==> config.mk <==
export PLATFORM = sky130hd
export DESIGN_NAME = fzp_div_cell
export DESIGN_NICKNAME = d
export VERILOG_FILES = /design/src/rtl/fzp_pkg.sv /design/src/rtl/fzp_div_cell.sv
export SDC_FILE = /design/constraint.sdc
export NUM_CORES = 1
export LEC_CHECK = 0
export ABC_CLOCK_PERIOD_IN_PS = 4100
export BUFFER_PORTS_ARGS = -buffer_cell sky130_fd_sc_hd__buf_2
export CELL_PAD_IN_SITES_DETAIL_PLACEMENT = 1
export CELL_PAD_IN_SITES_GLOBAL_PLACEMENT = 1
export CORE_ASPECT_RATIO = 1.5
export CORE_MARGIN = 2
export CORE_UTILIZATION = 25
export DETAILED_ROUTE_END_ITERATION = 6
export PLACE_DENSITY_LB_ADDON = 0.1
export SYNTH_ARGS = -nofsm -noshare
export SYNTH_HDL_FRONTEND = slang
export SYNTH_SLANG_ARGS = --single-unit
==> constraint.sdc <==
create_clock -name clk -period 4.1 [get_ports clk]
set_input_delay 0.205 -clock clk [delete_from_list [all_inputs] [get_ports clk]]
set_output_delay 0.205 -clock clk [all_outputs]
set_load 0.05 [all_outputs]
==> src/rtl/fzp_pkg.sv <==
// ----------------------------------------------------------------------------
// fzp_pkg
// Widths, register codes and shared types of the fit/zoom/pan coordinate mapper.
// ----------------------------------------------------------------------------
package fzp_pkg;

  localparam int SIZE_W     = 13;
  localparam int ZOOM_W     = 16;
  localparam int ZOOM_FRAC  = 8;
  localparam int PAN_W      = 14;
  localparam int COORD_W    = 15;
  localparam int OUT_W      = 23;

  localparam int CFG_IDX_W  = 3;
  localparam int CFG_DATA_W = 16;

  // drawn size bound: window size times the largest zoom
  localparam int DRAW_W  = SIZE_W + ZOOM_W - ZOOM_FRAC;
  localparam int OFS_W   = DRAW_W + 2;
  localparam int LOC_W   = OFS_W + 1;
  // dividend bound: |coord| * draw, or local * image size
  localparam int PROD_W  = DRAW_W + COORD_W - 1;
  localparam int SUM_W   = PROD_W + 2;
  localparam int ACC_W   = 2 * SIZE_W + ZOOM_W;

  localparam int ZOOM_ONE  = 1 << ZOOM_FRAC;
  localparam int ZOOM_HALF = 1 << (ZOOM_FRAC - 1);
  localparam int OUT_MAX   = (1 << (OUT_W - 1)) - 1;
  localparam int OUT_MIN   = -(1 << (OUT_W - 1));

  typedef enum logic [CFG_IDX_W-1:0] {
    REG_IMAGE_W  = 3'd0,
    REG_IMAGE_H  = 3'd1,
    REG_WINDOW_W = 3'd2,
    REG_WINDOW_H = 3'd3,
    REG_ZOOM     = 3'd4,
    REG_PAN_H    = 3'd5,
    REG_PAN_V    = 3'd6
  } reg_idx_t;

  localparam logic CMD_TO_IMAGE  = 1'b0;
  localparam logic CMD_TO_SCREEN = 1'b1;

  typedef struct packed {
    logic                     ok;
    logic [SIZE_W-1:0]        iw;
    logic [SIZE_W-1:0]        ih;
    logic [DRAW_W-1:0]        dw;
    logic [DRAW_W-1:0]        dh;
    logic signed [OFS_W-1:0]  ox;
    logic signed [OFS_W-1:0]  oy;
  } geom_t;

  // one axis of a restoring division in flight
  typedef struct packed {
    logic [DRAW_W-1:0] rem;
    logic [PROD_W-1:0] dq;   // dividend bits still to go, quotient bits shifted in
    logic [DRAW_W-1:0] div;
  } lane_t;

  typedef struct packed {
    logic  cmd;
    logic  neg_x;
    logic  over_x;
    logic  neg_y;
    logic  over_y;
    lane_t x;
    lane_t y;
  } slot_t;

endpackage

==> src/rtl/fzp_div_cell.sv <==
// ----------------------------------------------------------------------------
// fzp_div_cell
// One restoring-division cell: one quotient bit per axis, then hand-off.
// ----------------------------------------------------------------------------
module fzp_div_cell (
  input  logic            clk,
  input  logic            rst,
  input  logic            in_valid,
  input  fzp_pkg::slot_t  in_slot,
  output logic            in_ready,
  output logic            out_valid,
  output fzp_pkg::slot_t  out_slot,
  input  logic            out_ready
);
  import fzp_pkg::*;

  function automatic lane_t step(input lane_t l);
    logic [DRAW_W:0] t;
    logic            ge;
    lane_t           r;
    t     = {l.rem, l.dq[PROD_W-1]};
    ge    = t >= {1'b0, l.div};
    r.rem = ge ? DRAW_W'(t - {1'b0, l.div}) : t[DRAW_W-1:0];
    r.dq  = {l.dq[PROD_W-2:0], ge};
    r.div = l.div;
    return r;
  endfunction

  slot_t nxt;

  always_comb begin
    nxt   = in_slot;
    nxt.x = step(in_slot.x);
    nxt.y = step(in_slot.y);
  end

  assign in_ready = !out_valid || out_ready;

  always_ff @(posedge clk) begin
    if (rst) begin
      out_valid <= 1'b0;
    end else if (in_ready) begin
      out_valid <= in_valid;
    end
  end

  always_ff @(posedge clk) begin
    if (in_valid && in_ready) begin
      out_slot <= nxt;
    end
  end

endmodule

==> results of run 1 <==
-- cell usage after synthesis (all sizes together), types with 5 or more instances --
cell type  instances
nand2             40
xor2              11
nand3             14
a21oi             34
o21ai             36
clkbuf            11
inv               54
a21o               9
edfxtp           159
buf                6
mux2              25
o21a               7
a31oi             12
nor3               9
nand2b             5
nor2              21
ha                42
nand4              7
xnor2             22
-- worst paths after layout --
| check | startpoint | end | slack (ns) | depth (start not counted) |
|---|---|---|---|---|
| setup / recovery | in_slot[19] | out_slot[57] | 0.77 | 12 |
| setup reg to reg | out_valid | out_slot[14] | 2.42 | 3 |
| hold / removal | in_slot[138] | out_slot[139] | 0.06 | 3 |
| hold reg to reg | out_valid | out_slot[114] | 0.90 | 2 |
-- power breakdown --
group | internal [mW] | switching, mW | total [mW] | leakage (nW)
Clock | 0.808 | 0.758 | 1.57 | 0.281
Sequential | 1.97 | 0.0290 | 1.99 | 1.55
Combinational | 0.456 | 0.889 | 1.35 | 3.22
Total | 3.23 | 1.68 | 4.91 | 5.05
-- worst register-to-register path, cell delays in order (launching register included) --
cell,delay (ns)
dfxtp_1,0.31
nand2b_1,0.11
and2_4,0.35
buf_4,0.52
-- kinds of logic after synthesis --
logic type	Yosys count	share of synthesized area, %
compound gates	134	11.1
mux	26	4.62
flops	160	61.7
fa+ha+maj	44	7.28
simple gates	122	7.79
xor+xnor	33	3.72
buf+inv	71	3.80
-- stage by stage --
| stage | cells | worst slack, ns | util [%] | area, µm² |
|---|---|---|---|---|
| floorplan | 590 | 0.622 | - | 7770 |
| global placement | 1306 | 0.828 | 32.0 | 9870 |
| detailed placement | 1306 | 0.807 | 32.0 | 9870 |
| CTS | 1455 | 0.748 | 37.6 | 11600 |
| global route | 1456 | 0.597 | 37.6 | 11600 |
| finish | 1456 | 0.771 | 37.6 | 11600 |
-- per-layer routing --
layer,vias to the layer above,GRT usage (%),wire length [µm],share of wire (%)
met3,25,3.40,1190,4.6
met5,-,0,0,0
met2,191,30.5,14300,56
met1,3033,16.9,9690,38
li1,3101,-,-,-
met4,0,6.03,547,2.1
-- sequential cells by signal, summed over array words and instances, names as in the netlist --
register and flops:
out_slot 159, out_valid 1
-- final cells by class --
class                      count  area (µm²)
fill                        3501       19200
sequential                   160        4790
timing repair buffer         445        2840
multi-input combinational    359        2700
tap                          405         507
clock buffer                  17         425
inverter                      54         203
clock inverter                15         145
antenna                        1        2.50
==> qor.txt, run 1 <==
DRC Markers: 0
global-route wire length before repair: 39100 µm
vias in the first global route: 6906
die height: 220 µm
Final TNS setup: 0 ns
Cell Rows: 79
Post-CTS Resized: 0
Root Driver: clkbuf_16
Buf+Inv Stages, Crit Path: 4
routed wire length: 25800 µm
Avg WL per Cell: 17.7 µm
commonest non-fill, non-tap cells in the layout: 323 x buf_2, 159 x edfxtp_1, 117 x dlygate4sd3_1
Hold WC Path Type: in2reg
library cell with the largest summed area after synthesis: edfxtp_1
Slew HR: 49.7%
Seq/Total Area, Yosys: 61.7%
Final Wtd Congestion: 0.802
die area: 32600 µm²
crit path max-delay cell type: or4_1
Final Setup Violations: 0
YS warnings: 0
PwrDens: 423 nW/µm²
Most used DFF post-synth: edfxtp_1
synthesized area per cell: 13.2 µm²
Synth async-reset ratio: 0%
Synth Register Bits: 160
Layout Nets: 1244
Total Power Consumption: 4.91 mW
CTS tree: done
share of cells above drive strength 1: 38.1%
Post-synth EDFFs: 159
crit share post-route: 81.2%
Lkg Pwr: 5.05 nW
crit path cell chain: dlygate4sd3_1, buf_2, inv_1, ha_1, and2_1, nand3b_1, or4_1, nor4_2, a2111oi_2, o31ai_4, buf_4, mux2_2
final hold viol count: 0
Yosys top cell area share: 61.4%
Synth area leaders: edfxtp_1 61%, ha_1 6.8%, mux2_4 3.5%
Port Buffers: 323
largest net degree at the start of global routing: 76
Max Cap Viol: 0
DRT iter0 DRCs: 162
drt first pass iters: 4
post-CTS setup buffers: 0
die width: 148 µm
status: finished, final reports clean
Clock Sinks: 160
max-slew violations: 0
slowest cell delay on critical path: 0.60 ns
Syn-to-layout area delta: 49.3%
initial antenna violation count: 1
crit end category: flop
RSZ-0062 raised after global routing: no
data required time of the worst path: 4.30 ns
worst slew pin tran: 0.751 ns
Yosys cell types: 63
worst vdd rail ir drop: 272 µV
crit-path max FO: 17
aggregate global routing overflow: 0
clock latency on the worst-skew pair: 0.44 ns
Worst-path clk slew: 0.08 ns
WS Path Type: in2reg
IO Pins: 324
Avg Vias per Cell: 4.36
CP arrival: 3.53 ns
gr usage total: 15.9%
DP HPWL: 19900 µm
maximum clock frequency: 300 MHz
Top delay family on crit path: simple AND/OR/NAND/NOR gates
ANT nets after route: 0
clk_skew: 0.00936 ns
time the worst path needs with I/O delays and setup: 3.33 ns
CTS H-tree lvls: 4
Min Hold Slack: 0.0612 ns
startpoint type of the worst setup path: input port
worst-case clock buffer depth: 2
Num CTS Buffers: 17
Mapped Cells: 590
vias: 6350
cts hold-fix bufs: 117
Starting Density: 25.2%
Core Area: 30800 µm²
Mapped Area: 7770 µm²
commonest non-fill, non-tap cell in the layout: buf_2
syn_nets: 797
(Power assumes the default switching activity.)
==> run 2, diff against run 1 <==
ABC_CLOCK_PERIOD_IN_PS = 2900   (was 4100)
clock period = 2.9 ns   (was 4.1 ns; I/O delays follow)
==> run 2 against run 1 <==
  * Critical path depth grew 1
  * Highest routed layer unchanged
  * Die area unchanged
  * Flip-flop and latch count unchanged
  * Power up 49%
  * Via count rose by 5.1%
  * Final cell count is 5.4% higher
  * Clock-buffer cell count unchanged
==> qor.txt, run 2 (synthesized netlist as in run 1, its figures left out) <==
global-route wire length before repair: 40500 µm
Starting Density: 25.2%
placed inst area: 10200 µm²
worst reg2reg path endpoint: out_slot[38]
fin util: 40.6%
data required time of the worst path: 3.10 ns
slowest cell delay on critical path: 0.54 ns
worst slew pin tran: 0.631 ns
clock latency on the worst-skew pair: 0.45 ns
die height: 220 µm
Max Cap Viol: 0
crit path max-delay cell type: or4_4
Avg Vias per Cell: 4.35
vias in the first global route: 7283
crit-path max FO: 9
maximum clock frequency: 355 MHz
commonest non-fill, non-tap cell in the layout: buf_2
Final TNS setup: 0 ns
crit end category: flop
CP arrival: 3.02 ns
internal power: 4.81 mW
PwrDens: 583 nW/µm²
worst vdd rail ir drop: 400 µV
most flop-heavy register: out_slot
WS Path Type: in2reg
Hold WC Path Type: in2reg
routed wire length: 26900 µm
Top Registers: out_slot x159, out_valid x1
largest net degree at the start of global routing: 42
Hold Crit Depth: 2
Clock Sinks: 160
DRC Markers: 0
final hold viol count: 0
CTS tree: done
Syn-to-layout area delta: 61.0%
DP HPWL: 20500 µm
Total Power Consumption: 7.29 mW
DRT iter0 DRCs: 203
startpoint type of the worst setup path: input port
crit path cell chain: dlygate4sd3_1, buf_2, inv_1, ha_1, and2_4, nand3b_1, or4_4, nor4_4, a2111oi_4, o31ai_4, buf_4, clkbuf_16, mux2_4
crit share post-route: 97.0%
min-delay src: in_slot[74]
NetSw: 2.49 mW
IO Pins: 324
Cell Rows: 79
Num CTS Buffers: 17
vias: 6675
Core Area: 30800 µm²
share of cells above drive strength 1: 40.3%
ANT nets after route: 0
clk_skew: 0.00879 ns
initial antenna violation count: 1
clock power share: 33.0%
WP depth: 13
time the worst path needs with I/O delays and setup: 2.81 ns
r2r startpoint: out_valid
commonest non-fill, non-tap cells in the layout: 323 x buf_2, 159 x edfxtp_1, 151 x dlygate4sd3_1
reg2reg setup slack: 1.19 ns
Slew HR: 57.9%
Root Driver: clkbuf_16
die width: 148 µm
max reg flops: 159
Final Setup Violations: 0
Worst Hold Path EP: out_slot[75]
Top delay family on crit path: simple AND/OR/NAND/NOR gates
fin cells: 1535
switching share of total power: 34.1%
fin area: 12500 µm²
worst-case clock buffer depth: 2
Final Wtd Congestion: 0.784
drt first pass iters: 5
aggregate global routing overflow: 0
die area: 32600 µm²
dpl cells: 1347
Port Buffers: 323
max-slew violations: 0
gr usage total: 16.5%
CTS H-tree lvls: 4
status: finished, final reports clean
Buf+Inv Stages, Crit Path: 5
Layout Nets: 1323
R2R depth: 3
Worst-path clk slew: 0.07 ns
combinational power share: 28.4%
RSZ-0062 raised after global routing: yes
Lkg Pwr: 5.48 nW
sequential cell fraction of total power: 38.6%
Avg WL per Cell: 17.5 µm
-- run 2: what timing repair did --
item	4_1_cts	5_1_grt
endpoints found under the hold margin	150	0
gates resized for setup	0	14
setup endpoints to repair	0	18
hold buffers	151	0
setup buffers	0	3
-- run 2: worst register-to-register path: cells and delay by family, from the launching register on --
kind	cells	cell delay [ns]
and+or+nand+nor	2	0.68
buffers and inverters	1	0.40
DFF	1	0.31
-- run 2: per-layer routing --
layer	global-route usage, %	share of wire, %	vias up
met2	33.2	57	192
met5	0	0	-
li1	-	-	3262
met4	5.46	2.0	0
met1	16.6	37	3194
met3	3.46	4.4	27
-- run 2: area by class of cell --
cell class	count	area, µm²
diodes	1	2.50
clock buffers	17	425
clock inverters	15	215
fillers	3450	18300
inverters	54	203
multi-input cells	359	2790
flip-flops and latches	160	4790
well taps	405	507
repair buffers	524	3580
-- run 2: power by group through the flow --
stage | combinational [mW] | sequential (mW) | clock, mW
3_3_place_gp | 1.88 | 2.87 | 0
3_5_place_dp | 1.89 | 2.87 | 0
5_1_grt | 2.23 | 2.84 | 2.58
4_1_cts | 2.06 | 2.82 | 2.52
6_report | 2.07 | 2.82 | 2.40
2_1_floorplan | 0.652 | 3.50 | 0
-- run 2: through the flow --
| stage | setup slack, ns | hold WS [ns] |
|---|---|---|
| 4_1_cts | 0.0652 | 0.00182 |
| 5_1_grt | -0.00171 | 0.0136 |
| 6_report | 0.0869 | 0.0307 |
| 3_5_place_dp | 0.0394 | 0.315 |
| 2_1_floorplan | 0.262 | 0.214 |
| 3_3_place_gp | 0.102 | 0.315 |
-- run 2: how the worst max path moves through the flow --
stage                 from           end  slack (ns)
5_1_grt         in_slot[0]  out_slot[72]      -0.002
6_report       in_slot[19]  out_slot[73]        0.09
2_1_floorplan    out_valid   out_slot[0]        0.26
3_3_place_gp   in_slot[55]  out_slot[66]        0.10
3_5_place_dp   in_slot[55]  out_slot[65]        0.04
4_1_cts         in_slot[0]  out_slot[61]        0.07
