$ cat src/rtl/fzp_pkg.sv
// ----------------------------------------------------------------------------
// fzp_pkg
// Widths, register codes and shared types of the fit/zoom/pan coordinate mapper.
// ----------------------------------------------------------------------------
package fzp_pkg;

  localparam int SIZE_W     = 13;
  localparam int ZOOM_W     = 16;
  localparam int ZOOM_FRAC  = 8;
  localparam int PAN_W      = 14;
  localparam int COORD_W    = 15;
  localparam int OUT_W      = 23;

  localparam int CFG_IDX_W  = 3;
  localparam int CFG_DATA_W = 16;

  // drawn size bound: window size times the largest zoom
  localparam int DRAW_W  = SIZE_W + ZOOM_W - ZOOM_FRAC;
  localparam int OFS_W   = DRAW_W + 2;
  localparam int LOC_W   = OFS_W + 1;
  // dividend bound: |coord| * draw, or local * image size
  localparam int PROD_W  = DRAW_W + COORD_W - 1;
  localparam int SUM_W   = PROD_W + 2;
  localparam int ACC_W   = 2 * SIZE_W + ZOOM_W;

  localparam int ZOOM_ONE  = 1 << ZOOM_FRAC;
  localparam int ZOOM_HALF = 1 << (ZOOM_FRAC - 1);
  localparam int OUT_MAX   = (1 << (OUT_W - 1)) - 1;
  localparam int OUT_MIN   = -(1 << (OUT_W - 1));

  typedef enum logic [CFG_IDX_W-1:0] {
    REG_IMAGE_W  = 3'd0,
    REG_IMAGE_H  = 3'd1,
    REG_WINDOW_W = 3'd2,
    REG_WINDOW_H = 3'd3,
    REG_ZOOM     = 3'd4,
    REG_PAN_H    = 3'd5,
    REG_PAN_V    = 3'd6
  } reg_idx_t;

  localparam logic CMD_TO_IMAGE  = 1'b0;
  localparam logic CMD_TO_SCREEN = 1'b1;

  typedef struct packed {
    logic                     ok;
    logic [SIZE_W-1:0]        iw;
    logic [SIZE_W-1:0]        ih;
    logic [DRAW_W-1:0]        dw;
    logic [DRAW_W-1:0]        dh;
    logic signed [OFS_W-1:0]  ox;
    logic signed [OFS_W-1:0]  oy;
  } geom_t;

  // one axis of a restoring division in flight
  typedef struct packed {
    logic [DRAW_W-1:0] rem;
    logic [PROD_W-1:0] dq;   // dividend bits still to go, quotient bits shifted in
    logic [DRAW_W-1:0] div;
  } lane_t;

  typedef struct packed {
    logic  cmd;
    logic  neg_x;
    logic  over_x;
    logic  neg_y;
    logic  over_y;
    lane_t x;
    lane_t y;
  } slot_t;

endpackage

$ cat src/rtl/fzp_geometry.sv
// ----------------------------------------------------------------------------
// fzp_geometry
// Configuration registers and the sequencer that derives the drawn rectangle.
// ----------------------------------------------------------------------------
module fzp_geometry (
  input  logic                              clk,
  input  logic                              rst,
  input  logic                              cfg_we,
  input  logic [fzp_pkg::CFG_IDX_W-1:0]     cfg_index,
  input  logic [fzp_pkg::CFG_DATA_W-1:0]    cfg_data,
  output fzp_pkg::geom_t                    geom,
  output logic                              busy
);
  import fzp_pkg::*;

  localparam int CNT_W = $clog2(ACC_W);

  typedef enum logic [2:0] {
    G_IDLE, G_CMP, G_MUL, G_ZMUL, G_DIV, G_ROUND, G_OFS
  } gstate_t;

  gstate_t state;

  logic [SIZE_W-1:0]       image_w, image_h, window_w, window_h;
  logic [ZOOM_W-1:0]       zoom;
  logic signed [PAN_W-1:0] pan_h, pan_v;

  logic [2*SIZE_W-1:0]     prod_h, prod_w, mul_w, mul_h;
  logic [SIZE_W-1:0]       den;
  logic [ACC_W-1:0]        acc_w, acc_h;
  logic [SIZE_W-1:0]       rem_w, rem_h;
  logic [CNT_W-1:0]        cnt;
  logic [DRAW_W-1:0]       draw_w, draw_h;
  logic signed [OFS_W-1:0] ofs_x, ofs_y;
  logic                    ok;

  logic                    use_h;
  logic [SIZE_W-1:0]       num, den_sel;
  logic [ZOOM_W-1:0]       zoom_eff;
  logic [SIZE_W:0]         t_w, t_h;
  logic                    ge_w, ge_h;
  logic [ACC_W-1:0]        rnd_w, rnd_h, sh_w, sh_h;
  logic signed [OFS_W-1:0] dif_w, dif_h, half_w, half_h;

  always_comb begin
    use_h    = prod_h < prod_w;
    num      = use_h ? window_h : window_w;
    den_sel  = use_h ? image_h : image_w;
    zoom_eff = (zoom == '0) ? ZOOM_W'(ZOOM_ONE) : zoom;

    t_w  = {rem_w, acc_w[ACC_W-1]};
    t_h  = {rem_h, acc_h[ACC_W-1]};
    ge_w = t_w >= {1'b0, den};
    ge_h = t_h >= {1'b0, den};

    // round half up: floor(q / 2^F + 1/2)
    rnd_w = acc_w + ACC_W'(ZOOM_HALF);
    rnd_h = acc_h + ACC_W'(ZOOM_HALF);
    sh_w  = rnd_w >> ZOOM_FRAC;
    sh_h  = rnd_h >> ZOOM_FRAC;

    dif_w  = $signed(OFS_W'(window_w)) - $signed(OFS_W'(draw_w));
    dif_h  = $signed(OFS_W'(window_h)) - $signed(OFS_W'(draw_h));
    // halve toward zero
    half_w = (dif_w + $signed(OFS_W'(dif_w[OFS_W-1]))) >>> 1;
    half_h = (dif_h + $signed(OFS_W'(dif_h[OFS_W-1]))) >>> 1;
  end

  always_ff @(posedge clk) begin
    if (rst) begin
      image_w  <= '0;
      image_h  <= '0;
      window_w <= '0;
      window_h <= '0;
      zoom     <= ZOOM_W'(ZOOM_ONE);
      pan_h    <= '0;
      pan_v    <= '0;
      ok       <= 1'b0;
      state    <= G_IDLE;
    end else if (cfg_we) begin
      case (reg_idx_t'(cfg_index))
        REG_IMAGE_W:  image_w  <= cfg_data[SIZE_W-1:0];
        REG_IMAGE_H:  image_h  <= cfg_data[SIZE_W-1:0];
        REG_WINDOW_W: window_w <= cfg_data[SIZE_W-1:0];
        REG_WINDOW_H: window_h <= cfg_data[SIZE_W-1:0];
        REG_ZOOM:     zoom     <= cfg_data[ZOOM_W-1:0];
        REG_PAN_H:    pan_h    <= $signed(cfg_data[PAN_W-1:0]);
        REG_PAN_V:    pan_v    <= $signed(cfg_data[PAN_W-1:0]);
        default: ;
      endcase
      state <= G_CMP;
    end else begin
      case (state)
        G_IDLE: ;
        G_CMP: begin
          prod_h <= window_h * image_w;
          prod_w <= window_w * image_h;
          state  <= G_MUL;
        end
        G_MUL: begin
          mul_w <= image_w * num;
          mul_h <= image_h * num;
          den   <= den_sel;
          state <= G_ZMUL;
        end
        G_ZMUL: begin
          acc_w <= mul_w * zoom_eff;
          acc_h <= mul_h * zoom_eff;
          rem_w <= '0;
          rem_h <= '0;
          cnt   <= '0;
          state <= G_DIV;
        end
        G_DIV: begin
          rem_w <= ge_w ? SIZE_W'(t_w - {1'b0, den}) : t_w[SIZE_W-1:0];
          rem_h <= ge_h ? SIZE_W'(t_h - {1'b0, den}) : t_h[SIZE_W-1:0];
          acc_w <= {acc_w[ACC_W-2:0], ge_w};
          acc_h <= {acc_h[ACC_W-2:0], ge_h};
          cnt   <= cnt + 1'b1;
          if (cnt == CNT_W'(ACC_W - 1)) state <= G_ROUND;
        end
        G_ROUND: begin
          draw_w <= (sh_w == '0) ? DRAW_W'(1) : sh_w[DRAW_W-1:0];
          draw_h <= (sh_h == '0) ? DRAW_W'(1) : sh_h[DRAW_W-1:0];
          state  <= G_OFS;
        end
        G_OFS: begin
          ofs_x <= half_w + OFS_W'(pan_h);
          ofs_y <= half_h + OFS_W'(pan_v);
          ok    <= (image_w != '0) && (image_h != '0) &&
                   (window_w != '0) && (window_h != '0);
          state <= G_IDLE;
        end
        default: state <= G_IDLE;
      endcase
    end
  end

  assign busy    = state != G_IDLE;
  assign geom.ok = ok;
  assign geom.iw = image_w;
  assign geom.ih = image_h;
  assign geom.dw = draw_w;
  assign geom.dh = draw_h;
  assign geom.ox = ofs_x;
  assign geom.oy = ofs_y;

endmodule

$ cat config.mk
export PLATFORM = sky130hd
export DESIGN_NAME = fzp_geometry
export DESIGN_NICKNAME = d
export VERILOG_FILES = /design/src/rtl/fzp_pkg.sv /design/src/rtl/fzp_geometry.sv
export SDC_FILE = /design/constraint.sdc
export NUM_CORES = 2
export LEC_CHECK = 0
export BUFFER_PORTS_ARGS = -buffer_cell sky130_fd_sc_hd__buf_2
export CORE_MARGIN = 4
export CORE_UTILIZATION = 35
export CTS_CLUSTER_DIAMETER = 120
export DETAILED_ROUTE_END_ITERATION = 16
export SLEW_MARGIN = 20
export SYNTH_ARGS = -nofsm -noshare
export SYNTH_HDL_FRONTEND = slang
export SYNTH_SLANG_ARGS = --single-unit
$ cat constraint.sdc
create_clock -name clk -period 22.6 [get_ports clk]
set_input_delay 3.39 -clock clk [delete_from_list [all_inputs] [get_ports clk]]
set_output_delay 3.39 -clock clk [all_outputs]
set_load 0.005 [all_outputs]
==> flow_metrics.env <==
export IMPL_netlist_top_cell_by_area="fa_1"
export IMPL_ys_warn_count=0
export IMPL_outcome="complete, no violations"
export IMPL_timing_max_cap_violations=0
export IMPL_via_count=53000
export IMPL_crit_type="flop to flop"
export IMPL_cts_path_max_buffers=3
export IMPL_cts_resized=0
export IMPL_gp_congestion=0.864
export IMPL_cp_start_kind="flop"
export IMPL_p_switching_uw=546
export IMPL_syn2layout_area_growth_pct=7.35
export IMPL_hold_violations=0
export IMPL_holdPathStages=2
export IMPL_clk_latency_ps=660
export IMPL_slew_headroom_pct=22.9
export IMPL_grt_pass1_wl_mm=314
export IMPL_fill_cells=20100
export IMPL_rsz0062_at_grt="false"
export IMPL_post_drt_wl_per_cell_um=18.5
export IMPL_reg2reg_to="mul_w[24]"
export IMPL_htreeDepth=2
export IMPL_die_w_um=458
export IMPL_regArea_sq_um=11700
export IMPL_crit_path_end_kind="flop"
export IMPL_maxSlewViolCount=0
export IMPL_min_path_type="flop to flop"
export IMPL_internal_power_uw=1430
export IMPL_core_sq_um=200000
export IMPL_cp_slowest_cell="a2111oi_0"
export IMPL_ys_ff_latch=421
export IMPL_path_clk_slew_ps=70
export IMPL_mostFrequentLayoutCell="inv_1"
export IMPL_core_rowCount=164
export IMPL_finalCritPeriodShare_pct=39.9
export IMPL_fin_ws_ps=13570
export IMPL_cts_hold_buffers=0
export IMPL_yosys_most_used_dff="edfxtp_1"
export IMPL_ys_async_sr_fraction_pct=0
export IMPL_overflow=0
export IMPL_cp_arrival_ps=9420
export IMPL_finalSetupViolations=0
export IMPL_ys_seq_area_share_pct=16.5
export IMPL_start_util_pct=35.3
export IMPL_holdPathEnd="pan_h[4]"
export IMPL_cp_max_fo=26
export IMPL_post_cts_buffers=0
export IMPL_switching_share_pct=27.7
export IMPL_fin_skew_ps=42.9
export IMPL_final_cell_mix="1455 x inv_1, 1293 x nand2_1, 1158 x fa_1"
export IMPL_io_pins=138
export IMPL_tightest_slew_ps=1160
export IMPL_antenna_found_initial=4
export IMPL_pre_cts_slack_ps=13620
export IMPL_hold_path_startpoint="pan_h[4]"
export IMPL_powerDensity_nw_per_um2=26.0
export IMPL_power_frac_seq_pct=42.7
export IMPL_via_per_inst=5.06
export IMPL_r2r_cells=31
export IMPL_multi_input_area_sq_um=52300
export IMPL_drt_wl_total_mm=194
export IMPL_syn_nets=9677
export IMPL_antenna_left=0
export IMPL_finalSetupTns_ps=0
export IMPL_firstDrtPassIters=5
export IMPL_path_common_cell="fa_1"
export IMPL_cts_sinks=421
export IMPL_clockRootBuffer="clkbuf_16"
export IMPL_io_buffers=137
export IMPL_clkPwrFrac_pct=44.6
export IMPL_fin_total_pwr_uw=1970
export IMPL_grt_pass1_vias=56000
export IMPL_fmax_mhz=111
export IMPL_synth_area_leaders="fa_1 33%, edfxtp_1 14%, ha_1 11%"
export IMPL_ir_drop_mv=0.0537
export IMPL_grt_start_max_net_pins=95
export IMPL_avgSynthCellArea_sq_um=9.00
export IMPL_netlist_instances=7858
export IMPL_r2r_start="prod_h[11]"
export IMPL_dp_hpwl_mm=148
export IMPL_die_y_um=458
export IMPL_drc=0
export IMPL_dieArea_sq_um=209000
export IMPL_synth_edf_count=321
export IMPL_drive_gt1_share_pct=4.82
export IMPL_p_leak_uw=0.0360
export IMPL_fin_crit_ps=9030
export IMPL_fin_nets=9592
export IMPL_combPwrFrac_pct=12.7
export IMPL_grt_usage_pct=18.7
export IMPL_worstPathRequired_ps=22990
export IMPL_critPathMaxStageDelay_ps=620
export IMPL_drtIter0Drc=3141
export IMPL_cts_buffers=52
export IMPL_cts_tree="done"
export IMPL_synth_cell_area_sq_um=70800
export IMPL_r2r_slack_ps=13570
export IMPL_synth_cell_type_count=86
export IMPL_synth_top_area_share_pct=32.8
export IMPL_antenna_cells=0
## synthesized netlist by cell type (all sizes together), types with 9 or more instances
| cell | instances |
|---|---|
| nand3 | 86 |
| o21a | 26 |
| dfxtp | 100 |
| a31oi | 36 |
| nor4 | 25 |
| fa | 1158 |
| nand2 | 1293 |
| clkbuf | 353 |
| mux2i | 29 |
| nand3b | 9 |
| or3 | 15 |
| a211oi | 32 |
| nand4 | 50 |
| and3 | 32 |
| inv | 1455 |
| xor2 | 109 |
| o21bai | 35 |
| xnor2 | 218 |
| o211ai | 13 |
| nor2 | 235 |
| nor3b | 11 |
| o31ai | 12 |
| a21oi | 323 |
| a31o | 9 |
| edfxtp | 321 |
| nand2b | 37 |
| buf | 18 |
| mux2 | 28 |
| nor3 | 58 |
| nor2b | 36 |
| or2 | 12 |
| and4 | 12 |
| a2111oi | 9 |
| o21ai | 151 |
| ha | 639 |
| and2 | 645 |
| a21o | 112 |
## how the worst max path moves through the flow
| stage | startpoint | end | cells past startpoint |
|---|---|---|---|
| finish | prod_h[11] | mul_w[24] | 31 |
| global placement | prod_h[11] | mul_w[24] | 31 |
| global route | prod_h[11] | mul_w[24] | 31 |
| floorplan | cfg_we | acc_h[0] | 4 |
| detailed placement | prod_h[11] | mul_w[24] | 31 |
| CTS | prod_h[11] | mul_w[24] | 31 |
## power groups by stage
stage               sequential, uW  combinational (uW)  clock (uW)
floorplan                      857                 173           0
CTS                            843                 250         895
global route                   843                 282         927
detailed placement             859                 248           0
finish                         843                 250         879
global placement               859                 244           0
## routing by layer
layer / global-route usage, % / vias to the layer above / share of wire, %
li1: - / 24300 / -
met1: 24.5 / 26900 / 43
met2: 31.8 / 1458 / 48
met3: 2.78 / 360 / 6.0
met4: 5.76 / 2 / 3.5
met5: 0 / - / 0.0052
## per-stage QoR
step           cells  area, sq um  hold WS (ps)  utilization, %
6_report       10500        76000           464            37.9
5_1_grt        10500        76000           480            37.9
4_1_cts        10500        75900           463            37.9
3_5_place_dp   10400        74200           453            37.0
3_3_place_gp   10400        74200           449            37.0
2_1_floorplan   7858        70800           441               -
## area by class of cell
type	count	share of cell area, %
Sequential cell	421	15.4
Timing Repair Buffer	232	1.85
Clock buffer	61	1.88
Tap cell	2656	4.38
Clock inverter	36	0.460
Inverter	1455	7.19
Multi-Input combinational cell	5611	68.9
## worst max-delay path, delay by kind of cell, from the launching register on
family	cells	cell delay [ps]
DFF	1	370
AOI/OAI and AO/OA	11	2580
xor gates and xnor gates	1	170
adders and majority gates	7	3040
and+or+nand+nor	6	1360
muxes	1	590
buffers and inverters	5	620
## state kept, by name, indices dropped and copies added (netlist names), 23 cells and up
register and count:
acc_h 42, acc_w 42, mul_h 26, mul_w 26, ofs_x 23, ofs_y 23, prod_h 26, prod_w 26
## kinds of logic after synthesis
group                      share of synthesized area, %
AOI/OAI and AO/OA                                  7.50
DFF                                                16.5
and+or+nand+nor                                    17.4
adders and majority gates                          44.1
muxes                                             0.856
xor gates and xnor gates                           4.05
buffers and inverters                              9.72
No activity file was read; power rests on OpenSTA's default activity.
